**src/hdl/crce_pkg.sv**
```systemverilog
// Shared types, constants and CRC step functions for the CRC engine.
`default_nettype none

package crce_pkg;

  localparam int unsigned DataW     = 8;
  localparam int unsigned CrcW      = 32;
  localparam int unsigned AddrW     = 5;
  localparam int unsigned RegIdxW   = 3;
  localparam int unsigned FifoDepth = 2;

  localparam logic [CrcW-1:0] RstPoly  = 32'h04C1_1DB7;
  localparam logic [CrcW-1:0] RstStart = 32'hFFFF_FFFF;
  localparam logic [CrcW-1:0] RstXor   = 32'hFFFF_FFFF;

  typedef enum logic [1:0] {
    WSEL_8      = 2'd0,
    WSEL_16     = 2'd1,
    WSEL_32     = 2'd2,
    WSEL_32_ALT = 2'd3
  } wsel_e;

  typedef enum logic [RegIdxW-1:0] {
    REG_WIDTH   = 3'd0,
    REG_POLY    = 3'd1,
    REG_START   = 3'd2,
    REG_XOR     = 3'd3,
    REG_REFLECT = 3'd4
  } reg_idx_e;

  typedef struct packed {
    wsel_e           wsel;
    logic [CrcW-1:0] poly;
    logic [CrcW-1:0] start;
    logic [CrcW-1:0] xorv;
    logic            reflect;
  } cfg_t;

  // One queued beat: byte, reflected if enabled, plus message position marks.
  typedef struct packed {
    logic [DataW-1:0] data;
    logic             last;
    logic             first;
  } item_t;

  typedef struct packed {
    logic empty;
    logic full;
  } fifo_stat_t;

  function automatic logic [CrcW-1:0] width_mask(input wsel_e wsel);
    logic [CrcW-1:0] m;
    begin
      unique case (wsel)
        WSEL_8:  m = 32'h0000_00FF;
        WSEL_16: m = 32'h0000_FFFF;
        default: m = 32'hFFFF_FFFF;
      endcase
      return m;
    end
  endfunction

  function automatic logic top_bit(input logic [CrcW-1:0] v, input wsel_e wsel);
    logic b;
    begin
      unique case (wsel)
        WSEL_8:  b = v[7];
        WSEL_16: b = v[15];
        default: b = v[31];
      endcase
      return b;
    end
  endfunction

  function automatic logic [DataW-1:0] reverse8(input logic [DataW-1:0] v);
    logic [DataW-1:0] r;
    begin
      for (int i = 0; i < DataW; i++) r[i] = v[DataW-1-i];
      return r;
    end
  endfunction

  // XOR the byte into the top of the register, then eight MSB-first steps.
  function automatic logic [CrcW-1:0] crc_byte_step(input logic [CrcW-1:0] crc_in,
                                                    input logic [DataW-1:0] data,
                                                    input cfg_t cfg);
    logic [CrcW-1:0] mask;
    logic [CrcW-1:0] c;
    begin
      mask = width_mask(cfg.wsel);
      c    = crc_in & mask;
      unique case (cfg.wsel)
        WSEL_8:  c = c ^ {24'd0, data};
        WSEL_16: c = c ^ {16'd0, data, 8'd0};
        default: c = c ^ {data, 24'd0};
      endcase
      for (int i = 0; i < 8; i++) begin
        if (top_bit(c, cfg.wsel)) c = ({c[CrcW-2:0], 1'b0} ^ cfg.poly) & mask;
        else                      c = {c[CrcW-2:0], 1'b0} & mask;
      end
      return c;
    end
  endfunction

  // Mirror over the selected width if reflect is set, then apply the output XOR.
  function automatic logic [CrcW-1:0] crc_finish(input logic [CrcW-1:0] crc,
                                                 input cfg_t cfg);
    logic [CrcW-1:0] rev;
    logic [CrcW-1:0] c;
    begin
      for (int i = 0; i < CrcW; i++) rev[i] = crc[CrcW-1-i];
      unique case (cfg.wsel)
        WSEL_8:  rev = {24'd0, rev[31:24]};
        WSEL_16: rev = {16'd0, rev[31:16]};
        default: rev = rev;
      endcase
      c = cfg.reflect ? rev : crc;
      return (c ^ cfg.xorv) & width_mask(cfg.wsel);
    end
  endfunction

endpackage

`default_nettype wire

```
**src/hdl/configurable_crc_engine_unit.sv**
```systemverilog
// Top level of the configurable 8/16/32-bit CRC engine.
//
//   channel  | direction | handshake               | payload
//   ---------+-----------+-------------------------+---------------------------
//   input    | in        | in_valid_i / in_stall_o | data_byte_i, last_byte_i
//   output   | out       | out_valid_o/out_stall_i | crc_result_o
//   config   | in        | psel/penable/pready     | paddr, pwdata, prdata
//
// One byte per cycle without output stalls; the eight-step XOR shift unit in
// the datapath takes one beat each cycle. Results go via queue and res_q.
// Reset loads the register defaults; there is no clearing pass.
// Input stalls only while the queue is full; the queue absorbs output stalls.
`default_nettype none

module configurable_crc_engine_unit
  import crce_pkg::*;
#(
  parameter int unsigned FifoDepthP = FifoDepth
) (
  input  wire logic             clk_i,
  input  wire logic             rst_ni,
  input  wire logic             in_valid_i,
  output logic                  in_stall_o,
  input  wire logic [DataW-1:0] data_byte_i,
  input  wire logic             last_byte_i,
  output logic                  out_valid_o,
  input  wire logic             out_stall_i,
  output logic      [CrcW-1:0]  crc_result_o,
  input  wire logic             psel,
  input  wire logic             penable,
  input  wire logic             pwrite,
  input  wire logic [AddrW-1:0] paddr,
  input  wire logic [CrcW-1:0]  pwdata,
  output logic      [CrcW-1:0]  prdata,
  output logic                  pready
);

  cfg_t       cfg;
  fifo_stat_t fifo_stat;
  item_t      push_item, pop_item;
  logic       push, pop;

  crce_cfg u_cfg (
    .clk_i   (clk_i),
    .rst_ni  (rst_ni),
    .psel    (psel),
    .penable (penable),
    .pwrite  (pwrite),
    .paddr   (paddr),
    .pwdata  (pwdata),
    .prdata  (prdata),
    .pready  (pready),
    .cfg_o   (cfg)
  );

  crce_front u_front (
    .clk_i       (clk_i),
    .rst_ni      (rst_ni),
    .in_valid_i  (in_valid_i),
    .in_stall_o  (in_stall_o),
    .data_byte_i (data_byte_i),
    .last_byte_i (last_byte_i),
    .cfg_i       (cfg),
    .fifo_stat_i (fifo_stat),
    .push_o      (push),
    .item_o      (push_item)
  );

  crce_fifo #(
    .Depth (FifoDepthP)
  ) u_fifo (
    .clk_i  (clk_i),
    .rst_ni (rst_ni),
    .push_i (push),
    .item_i (push_item),
    .pop_i  (pop),
    .item_o (pop_item),
    .stat_o (fifo_stat)
  );

  crce_back u_back (
    .clk_i        (clk_i),
    .rst_ni       (rst_ni),
    .cfg_i        (cfg),
    .fifo_stat_i  (fifo_stat),
    .item_i       (pop_item),
    .pop_o        (pop),
    .out_valid_o  (out_valid_o),
    .out_stall_i  (out_stall_i),
    .crc_result_o (crc_result_o)
  );

`ifndef SYNTHESIS
  a_fifo_state: assert property (@(posedge clk_i) disable iff (!rst_ni)
    !(fifo_stat.empty && fifo_stat.full))
    else $error("queue reports empty and full together");

  a_full_stalls: assert property (@(posedge clk_i) disable iff (!rst_ni)
    fifo_stat.full |-> in_stall_o)
    else $error("input not stalled while queue full");

  a_result_source: assert property (@(posedge clk_i) disable iff (!rst_ni)
    $rose(out_valid_o) |-> $past(pop && pop_item.last))
    else $error("result appeared without a last beat");

  a_pop_nonempty: assert property (@(posedge clk_i) disable iff (!rst_ni)
    pop |-> !fifo_stat.empty)
    else $error("datapath advanced on an empty queue");
`endif

endmodule

`default_nettype wire

```
**src/hdl/crce_cfg.sv**
```systemverilog
// APB register file holding the CRC engine settings.
`default_nettype none

module crce_cfg
  import crce_pkg::*;
(
  input  wire logic             clk_i,
  input  wire logic             rst_ni,
  input  wire logic             psel,
  input  wire logic             penable,
  input  wire logic             pwrite,
  input  wire logic [AddrW-1:0] paddr,
  input  wire logic [CrcW-1:0]  pwdata,
  output logic      [CrcW-1:0]  prdata,
  output logic                  pready,
  output cfg_t                  cfg_o
);

  cfg_t            cfg_q, cfg_d;
  logic            wr_en;
  logic [RegIdxW-1:0] idx;

  assign pready = 1'b1;
  assign wr_en  = psel && penable && pwrite;
  assign idx    = paddr[AddrW-1:2];

  always_comb begin
    cfg_d = cfg_q;
    if (wr_en) begin
      unique case (idx)
        REG_WIDTH:   cfg_d.wsel    = wsel_e'(pwdata[1:0]);
        REG_POLY:    cfg_d.poly    = pwdata;
        REG_START:   cfg_d.start   = pwdata;
        REG_XOR:     cfg_d.xorv    = pwdata;
        REG_REFLECT: cfg_d.reflect = pwdata[0];
        default:     cfg_d = cfg_q;
      endcase
    end
  end

  always_comb begin
    unique case (idx)
      REG_WIDTH:   prdata = {30'd0, cfg_q.wsel};
      REG_POLY:    prdata = cfg_q.poly;
      REG_START:   prdata = cfg_q.start;
      REG_XOR:     prdata = cfg_q.xorv;
      REG_REFLECT: prdata = {31'd0, cfg_q.reflect};
      default:     prdata = '0;
    endcase
  end

  always_ff @(posedge clk_i or negedge rst_ni) begin
    if (!rst_ni) begin
      cfg_q.wsel    <= WSEL_32;
      cfg_q.poly    <= RstPoly;
      cfg_q.start   <= RstStart;
      cfg_q.xorv    <= RstXor;
      cfg_q.reflect <= 1'b1;
    end else begin
      cfg_q <= cfg_d;
    end
  end

  assign cfg_o = cfg_q;

endmodule

`default_nettype wire

```
**src/hdl/crce_front.sv**
```systemverilog
// Input side: accepts beats, tracks message start and reflects the byte.
`default_nettype none

module crce_front
  import crce_pkg::*;
(
  input  wire logic             clk_i,
  input  wire logic             rst_ni,
  input  wire logic             in_valid_i,
  output logic                  in_stall_o,
  input  wire logic [DataW-1:0] data_byte_i,
  input  wire logic             last_byte_i,
  input  wire cfg_t             cfg_i,
  input  wire fifo_stat_t       fifo_stat_i,
  output logic                  push_o,
  output item_t                 item_o
);

  logic open_q, open_d;

  assign in_stall_o = fifo_stat_i.full;
  assign push_o     = in_valid_i && !fifo_stat_i.full;

  assign item_o.data  = cfg_i.reflect ? reverse8(data_byte_i) : data_byte_i;
  assign item_o.last  = last_byte_i;
  assign item_o.first = !open_q;

  // Message stays open until its last beat goes through.
  assign open_d = push_o ? !last_byte_i : open_q;

  always_ff @(posedge clk_i or negedge rst_ni) begin
    if (!rst_ni) begin
      open_q <= 1'b0;
    end else begin
      open_q <= open_d;
    end
  end

endmodule

`default_nettype wire

```
**src/hdl/crce_fifo.sv**
```systemverilog
// Short queue between the input side and the CRC datapath.
`default_nettype none

module crce_fifo
  import crce_pkg::*;
#(
  parameter int unsigned Depth = FifoDepth
) (
  input  wire logic       clk_i,
  input  wire logic       rst_ni,
  input  wire logic       push_i,
  input  wire item_t      item_i,
  input  wire logic       pop_i,
  output item_t           item_o,
  output fifo_stat_t      stat_o
);

  localparam int unsigned PtrW = (Depth > 1) ? $clog2(Depth) : 1;
  localparam int unsigned CntW = $clog2(Depth + 1);
  localparam logic [PtrW-1:0] LastPtr = PtrW'(Depth - 1);
  localparam logic [CntW-1:0] FullCnt = CntW'(Depth);

  item_t           mem_q [Depth];
  logic [PtrW-1:0] wr_q, wr_d, rd_q, rd_d;
  logic [CntW-1:0] cnt_q, cnt_d;
  logic            do_push, do_pop;

  assign stat_o.empty = (cnt_q == '0);
  assign stat_o.full  = (cnt_q == FullCnt);
  assign do_push      = push_i && !stat_o.full;
  assign do_pop       = pop_i && !stat_o.empty;
  assign item_o       = mem_q[rd_q];

  always_comb begin
    wr_d  = wr_q;
    rd_d  = rd_q;
    cnt_d = cnt_q;
    if (do_push) wr_d = (wr_q == LastPtr) ? '0 : wr_q + 1'b1;
    if (do_pop)  rd_d = (rd_q == LastPtr) ? '0 : rd_q + 1'b1;
    if (do_push && !do_pop)      cnt_d = cnt_q + 1'b1;
    else if (!do_push && do_pop) cnt_d = cnt_q - 1'b1;
  end

  always_ff @(posedge clk_i) begin
    if (do_push) mem_q[wr_q] <= item_i;
  end

  always_ff @(posedge clk_i or negedge rst_ni) begin
    if (!rst_ni) begin
      wr_q  <= '0;
      rd_q  <= '0;
      cnt_q <= '0;
    end else begin
      wr_q  <= wr_d;
      rd_q  <= rd_d;
      cnt_q <= cnt_d;
    end
  end

endmodule

`default_nettype wire

```
**src/hdl/crce_back.sv**
```systemverilog
// CRC datapath: one byte per unstalled cycle into the running CRC, result reg.
`default_nettype none

module crce_back
  import crce_pkg::*;
(
  input  wire logic            clk_i,
  input  wire logic            rst_ni,
  input  wire cfg_t            cfg_i,
  input  wire fifo_stat_t      fifo_stat_i,
  input  wire item_t           item_i,
  output logic                 pop_o,
  output logic                 out_valid_o,
  input  wire logic            out_stall_i,
  output logic      [CrcW-1:0] crc_result_o
);

  logic [CrcW-1:0] crc_q, crc_d;
  logic [CrcW-1:0] res_q, res_d;
  logic            vld_q, vld_d;
  logic [CrcW-1:0] crc_in, crc_next;

  // Advance when the queue holds a beat and the result slot is free or drains.
  assign pop_o    = !fifo_stat_i.empty && (!vld_q || !out_stall_i);
  assign crc_in   = item_i.first ? cfg_i.start : crc_q;
  assign crc_next = crc_byte_step(crc_in, item_i.data, cfg_i);

  always_comb begin
    crc_d = crc_q;
    res_d = res_q;
    vld_d = vld_q && out_stall_i;
    if (pop_o) begin
      crc_d = crc_next;
      vld_d = item_i.last;
      if (item_i.last) res_d = crc_finish(crc_next, cfg_i);
    end
  end

  always_ff @(posedge clk_i) begin
    crc_q <= crc_d;
    res_q <= res_d;
  end

  always_ff @(posedge clk_i or negedge rst_ni) begin
    if (!rst_ni) begin
      vld_q <= 1'b0;
    end else begin
      vld_q <= vld_d;
    end
  end

  assign out_valid_o  = vld_q;
  assign crc_result_o = res_q;

endmodule

`default_nettype wire

```
**config.mk**
```make
export PLATFORM = sky130hd
export DESIGN_NAME = configurable_crc_engine_unit
export DESIGN_NICKNAME = d
export VERILOG_FILES = /design/src/hdl/crce_pkg.sv /design/src/hdl/configurable_crc_engine_unit.sv /design/src/hdl/crce_cfg.sv /design/src/hdl/crce_front.sv /design/src/hdl/crce_fifo.sv /design/src/hdl/crce_back.sv
export SDC_FILE = /design/constraint.sdc
export NUM_CORES = 1
export LEC_CHECK = 0
export BUFFER_PORTS_ARGS = -buffer_cell sky130_fd_sc_hd__buf_2
export CELL_PAD_IN_SITES_DETAIL_PLACEMENT = 0
export CELL_PAD_IN_SITES_GLOBAL_PLACEMENT = 2
export CORE_ASPECT_RATIO = 0.5
export CORE_MARGIN = 2
export CORE_UTILIZATION = 39
export DETAILED_ROUTE_END_ITERATION = 10
export PLACE_DENSITY = 0.8
export RECOVER_POWER = 25
export SLEW_MARGIN = 20
export SYNTH_ARGS = -nofsm -noshare
export SYNTH_HDL_FRONTEND = slang
export SYNTH_SLANG_ARGS = --single-unit
```
**constraint.sdc**
```tcl
create_clock -name clk_i -period 8.1 [get_ports clk_i]
set_input_delay 0.405 -clock clk_i [delete_from_list [all_inputs] [get_ports clk_i]]
set_output_delay 0.405 -clock clk_i [all_outputs]
set_load 0.02 [all_outputs]
```
==> results of run 1 <==
## timing repair
item | CTS | global route
setup buffers | 0 | 3
gates resized for setup | 0 | 3
setup endpoints to repair | 0 | 17
## registers in the layout, summed over array words and instances (netlist names)
register             flops
u_fifo.wr_q              1
u_cfg.cfg_o             99
u_fifo.rd_q              1
u_fifo.cnt_q             2
u_front.open_q           1
u_back.crc_q            32
u_fifo.mem_q            20
u_back.crc_result_o     32
u_back.out_valid_o       1
## final timing paths
check                           slack (ns)                   startpoint                           endpoint
min in group asynchronous             1.19                       rst_ni        u_cfg.cfg_o[85]$_DFFE_PN0P_
worst max register to register        0.37      u_fifo.rd_q$_DFFE_PN0P_  u_back.crc_result_o[13]$_DFFE_PP_
max in group asynchronous             3.17                       rst_ni        u_cfg.cfg_o[95]$_DFFE_PN0P_
worst min register to register        0.50  u_fifo.cnt_q[1]$_DFFE_PN0P_        u_fifo.cnt_q[1]$_DFFE_PN0P_
worst min-delay path                  0.18                   pwdata[20]        u_cfg.cfg_o[21]$_DFFE_PN1P_
worst max-delay path                  0.37      u_fifo.rd_q$_DFFE_PN0P_  u_back.crc_result_o[13]$_DFFE_PP_
## stage by stage
step,hold WS [ns],utilization,setup WS [ns],instances
after global routing,0.184,0.449,0.00837,2057
after detailed placement,0.485,0.430,0.329,2022
after floorplan,0.109,-,1.50,1475
final,0.180,0.449,0.371,2057
after CTS,0.0607,0.447,0.260,2054
after global placement,0.480,0.430,0.432,2022
## final cells by class
class	instances	area share
sequential	189	0.326
timing repair buffer	184	0.0705
clock buffer	17	0.0264
inverter	23	0.00536
tap	484	0.0376
multi-input combinational	1145	0.522
clock inverter	15	0.0116
## critical path: cells and delay by family (launching register included)
family                    cells  cell delay, ns
AOI/OAI and AO/OA             8            2.12
xor gates and xnor gates      2            0.92
buffers and inverters         3            0.72
DFF                           1            0.41
muxes                         4            1.47
and+or+nand+nor               8            1.86
## cell families after synthesis
logic type / after synthesis / synth area share
muxes: 204 / 0.161
other: 1 / 0.000265
adders and majority gates: 1 / 0.000884
xor gates and xnor gates: 276 / 0.174
DFF: 189 / 0.371
AOI/OAI and AO/OA: 189 / 0.0981
and+or+nand+nor: 474 / 0.155
buffers and inverters: 141 / 0.0406
## layout by cell type (no fill, tap or decap), types with 12 or more instances in the layout
cell,instances
a21oi_1,27
a22oi_1,35
and2_1,23
and3_1,12
buf_2,114
buf_4,63
clkbuf_16,17
dfrtp_1,25
dfstp_2,80
edfxtp_1,84
inv_1,20
mux2_2,133
mux2i_1,62
nand2_1,242
nand3_1,18
nor2_1,87
o21ai_0,27
o31ai_1,29
xnor2_1,219
xor2_1,51
## routing by layer
layer	up-vias	global-route usage	wire length, microns
met3	46	0.0469	3520
met4	0	0.0544	645
met2	422	0.397	22100
met1	5872	0.383	23100
li1	5280	-	-
met5	-	0	0
==> impl_metrics.json, run 1 <==
{
  "grt_pass1_wl_microns": 72800,
  "synth_flop_cell": "edfxtp_1",
  "synthTopCellsByArea": "edfxtp_1, dfstp_2, xnor2_1",
  "htreeDepth": 4,
  "period_minus_slack_ns": 7.73,
  "syn_avg_cell_area_sq_um": 9.60,
  "placed_cell_area_sq_um": 15400,
  "viasPerCell": 5.65,
  "crit_required_ns": 8.37,
  "num_rows": 49,
  "timing.fmax_ghz": 0.129,
  "rsz0062_at_grt": "no",
  "hold_violations": 0,
  "wire_per_inst_microns": 24.0,
  "hold_depth": 3,
  "clk_pin_slew_worst_paths_ns": 0.09,
  "clock-sinks": 189,
  "final_min_period_over_clock_period": 0.954,
  "synth_nets": 1529,
  "routabilityCongestion": 0.874,
  "cts_buffers": 17,
  "grt_max_degree": 61,
  "cp_slowest_cell": "mux2i_1",
  "nets": 1614,
  "clock-root-buffer": "clkbuf_16",
  "tightestPinTransition_ns": 3.65,
  "die-area_sq_um": 37900,
  "n_antenna_cell": 0,
  "final_area_sq_um": 16100,
  "gr-total-overflow": 0,
  "min_path_type": "primary input to flip-flop",
  "drive_gt1_frac": 0.297,
  "ys_ff_latch": 189,
  "drv_slew": 108,
  "syn2layout_area_growth_pct": 13.7,
  "async_flop_share": 0.556,
  "ys_types": 79,
  "cpPeakStageDelay_ns": 0.58,
  "die_w_microns": 273,
  "drtPass1Iterations": 5,
  "io_buffers": 116,
  "ff_latch_area_sq_um": 5250,
  "drt_iter0_drc": 1176,
  "synthCells": 1475,
  "fin_worst_skew_ns": 0.0162,
  "die_h_microns": 139,
  "r2r_cells": 25,
  "multi_input_area_sq_um": 8410,
  "routed_wl_microns": 49400,
  "crit_arrival_ns": 8.00,
  "cts_tree": "built",
  "fin_tns_setup_ns": 0,
  "clockBufferDepth": 2,
  "setup_viol": 0,
  "holdBufCountCts": 0,
  "insertion_delay_ns": 0.46,
  "synth_top_area_frac": 0.178,
  "post-dp-hpwl_microns": 35100,
  "yosysMostFrequentCell": "nand2_1",
  "violations": "capacitance limit, slew limit",
  "worst-setup-path-type": "flip-flop to flip-flop",
  "ys_top_cells_by_count": "nand2_1, xnor2_1, mux2_2, nor2_1, clkbuf_1",
  "nFillCells": 3443,
  "grt_pass1_vias": 11000,
  "cp-end-kind": "flip-flop",
  "path_max_fanout": 29,
  "drv_cap": 2,
  "ys_seq_area_frac": 0.371,
  "max_slew_margin": -1.43,
  "grt_usage": 0.260,
  "status": "finished with violations",
  "coreArea_sq_um": 35900,
  "ios": 120,
  "syn_area_sq_um": 14200,
  "antenna_found_initial": 0,
  "synth_top_area_cell": "edfxtp_1",
  "initial_core_util": 0.395,
  "ant_nets": 0,
  "crit_top_cell": "nor2_1",
  "synth_warnings": 0,
  "drc_errors": 0,
  "synth_edf_count": 84,
  "cp-start-kind": "flip-flop",
  "vias": 11600
}
Power of run 1 is not shown: default switching activity piles up to over one toggle a cycle in this logic, so the estimate is an artifact.
==> inputs of run 2 (changes only) <==
--- a/config.mk
+++ b/config.mk
@@ -14,6 +14,7 @@
 export DETAILED_ROUTE_END_ITERATION = 10
 export PLACE_DENSITY = 0.8
 export RECOVER_POWER = 25
+export REMOVE_ABC_BUFFERS = 1
 export SLEW_MARGIN = 20
 export SYNTH_ARGS = -nofsm -noshare
 export SYNTH_HDL_FRONTEND = slang
==> run 2 against run 1 <==
Against the previous run:
- the run still ends with capacitance limit, slew limit left
- sequential share of layout area decreased by 0.19 points
- non-clock buffer count increased by 15
- die area unchanged
- global-route usage increased by 0.53 points
- cell count increased by 0.73%
- count of clock-buffer cells in the layout unchanged
- clock skew about the same
- via count increased by 0.72%
- design area increased by 0.59%
- worst setup slack improved by 0.18 ns
- critical path type unchanged
==> impl_metrics.json, run 2 (synthesis gave the netlist of run 1 again) <==
{
  "status": "finished with violations",
  "violations": "capacitance limit, slew limit",
  "tightestPinTransition_ns": 2.83,
  "num_rows": 49,
  "layout_common_cells": "nand2_1, xnor2_1, mux2_2",
  "htreeDepth": 4,
  "die_w_microns": 273,
  "ant_nets": 0,
  "cp-end-kind": "flip-flop",
  "drive_gt1_frac": 0.280,
  "placed_cell_area_sq_um": 15600,
  "crit_required_ns": 8.42,
  "clk_pin_slew_worst_paths_ns": 0.08,
  "drv_cap": 5,
  "drt_iter0_drc": 1069,
  "dpl_worst_slack_ns": 0.211,
  "wire_per_inst_microns": 24.0,
  "rr_endpoint": "u_back.crc_result_o[14]$_DFFE_PP_",
  "cts_buffers": 17,
  "min_path_type": "primary input to flip-flop",
  "fin_worst_skew_ns": 0.0158,
  "die_h_microns": 139,
  "viasPerCell": 5.65,
  "r2r-start": "u_cfg.cfg_o[40]$_DFFE_PN1P_",
  "gr-total-overflow": 0,
  "drv_slew": 163,
  "r2r_cells": 25,
  "routed_wl_microns": 49700,
  "post-dp-hpwl_microns": 34800,
  "die-area_sq_um": 37900,
  "reg2reg_slack_ns": 0.55,
  "clock-sinks": 189,
  "antenna_found_initial": 0,
  "timing.fmax_ghz": 0.133,
  "layout_commonest_cell": "nand2_1",
  "worst-setup-path-type": "flip-flop to flip-flop",
  "period_minus_slack_ns": 7.55,
  "crit_start": "u_cfg.cfg_o[40]$_DFFE_PN1P_",
  "n_antenna_cell": 0,
  "io_buffers": 116,
  "max_slew_margin": -0.889,
  "grt_pass1_vias": 11600,
  "nets": 1629,
  "hold_violations": 0,
  "clock-root-buffer": "clkbuf_16",
  "final_min_period_over_clock_period": 0.932,
  "grt_max_degree": 71,
  "cp-start-kind": "flip-flop",
  "routabilityCongestion": 0.893,
  "finalWorstSetupSlack_ns": 0.553,
  "drc_errors": 0,
  "grt_pass1_wl_microns": 74600,
  "clockBufferDepth": 2,
  "setup_viol": 0,
  "syn2layout_area_growth_pct": 14.4,
  "vias": 11700,
  "crit_arrival_ns": 7.86,
  "drtPass1Iterations": 6,
  "cts_tree": "built",
  "insertion_delay_ns": 0.47,
  "largest_reg_flops": 99,
  "final_area_sq_um": 16200,
  "rsz0062_at_grt": "no",
  "coreArea_sq_um": 35900,
  "ios": 120,
  "crit_path_end": "u_back.crc_result_o[14]$_DFFE_PP_",
  "initial_core_util": 0.395,
  "path_max_fanout": 29,
  "grt_usage": 0.265
}
## run 2: stage by stage
stage	setup TNS [ns]	cells	hold WS, ns	util
6_report	0	2072	0.169	0.451
5_1_grt	0	2072	0.167	0.451
4_1_cts	0	2069	0.122	0.452
3_5_place_dp	0	2036	0.385	0.435
3_3_place_gp	0	2036	0.370	0.435
2_1_floorplan	-133.25	1357	0.109	-
## run 2: per-layer routing
| metal | GRT usage | wire length, microns | vias up |
|---|---|---|---|
| li1 | - | - | 5317 |
| met2 | 0.375 | 20600 | 442 |
| met1 | 0.395 | 23800 | 5869 |
| met3 | 0.0691 | 4260 | 76 |
| met4 | 0.0710 | 1060 | 0 |
| met5 | 0 | 0 | - |
## run 2: critical path: stages, from the launching register on
cell      delay, ns
dfstp_2        0.60
mux2i_1        0.15
mux4_2         0.51
xnor2_2        0.19
buf_12         0.20
and3_1         0.17
o22a_1         0.44
nor2_1         0.10
o311a_1        0.39
o211a_1        0.27
a211oi_4       0.34
a31oi_1        0.17
or2_1          0.33
nor4b_4        0.43
mux2i_4        0.44
nor3_4         0.09
a31oi_2        0.37
nand4_1        0.25
mux2i_2        0.28
buf_12         0.24
o31ai_1        0.12
xnor2_1        0.45
buf_4          0.20
nor2_1         0.04
or3_1          0.45
a21oi_1        0.14
## run 2: repair_timing
action                                 4_1_cts  5_1_grt
endpoints found under the hold margin       11        0
setup buffers                                0        3
gates resized for setup                      0        2
setup endpoints to repair                    0       15
hold buffers                                 1        0
## run 2: layout make-up
type	instances	area, sq um
Inverter	23	86.3
Clock inverter	15	171
Fill cell	3460	19700
Timing Repair Buffer	199	1250
Tap cell	484	606
Clock buffer	17	425
Sequential cell	189	5250
Multi-Input combinational cell	1145	8400
## run 2: worst min-delay path by stage
stage | cells past startpoint | startpoint | to
global route | 1 | last_byte_i | u_fifo.mem_q[1][1]$_DFFE_PP_
global placement | 1 | rst_ni | u_back.out_valid_o$_DFF_PN0_
finish | 3 | pwdata[22] | u_cfg.cfg_o[23]$_DFFE_PN1P_
detailed placement | 1 | rst_ni | u_back.out_valid_o$_DFF_PN0_
CTS | 1 | last_byte_i | u_fifo.mem_q[0][1]$_DFFE_PP_
floorplan | 0 | rst_ni | u_back.out_valid_o$_DFF_PN0_
Power of run 2 is left out for the same reason.
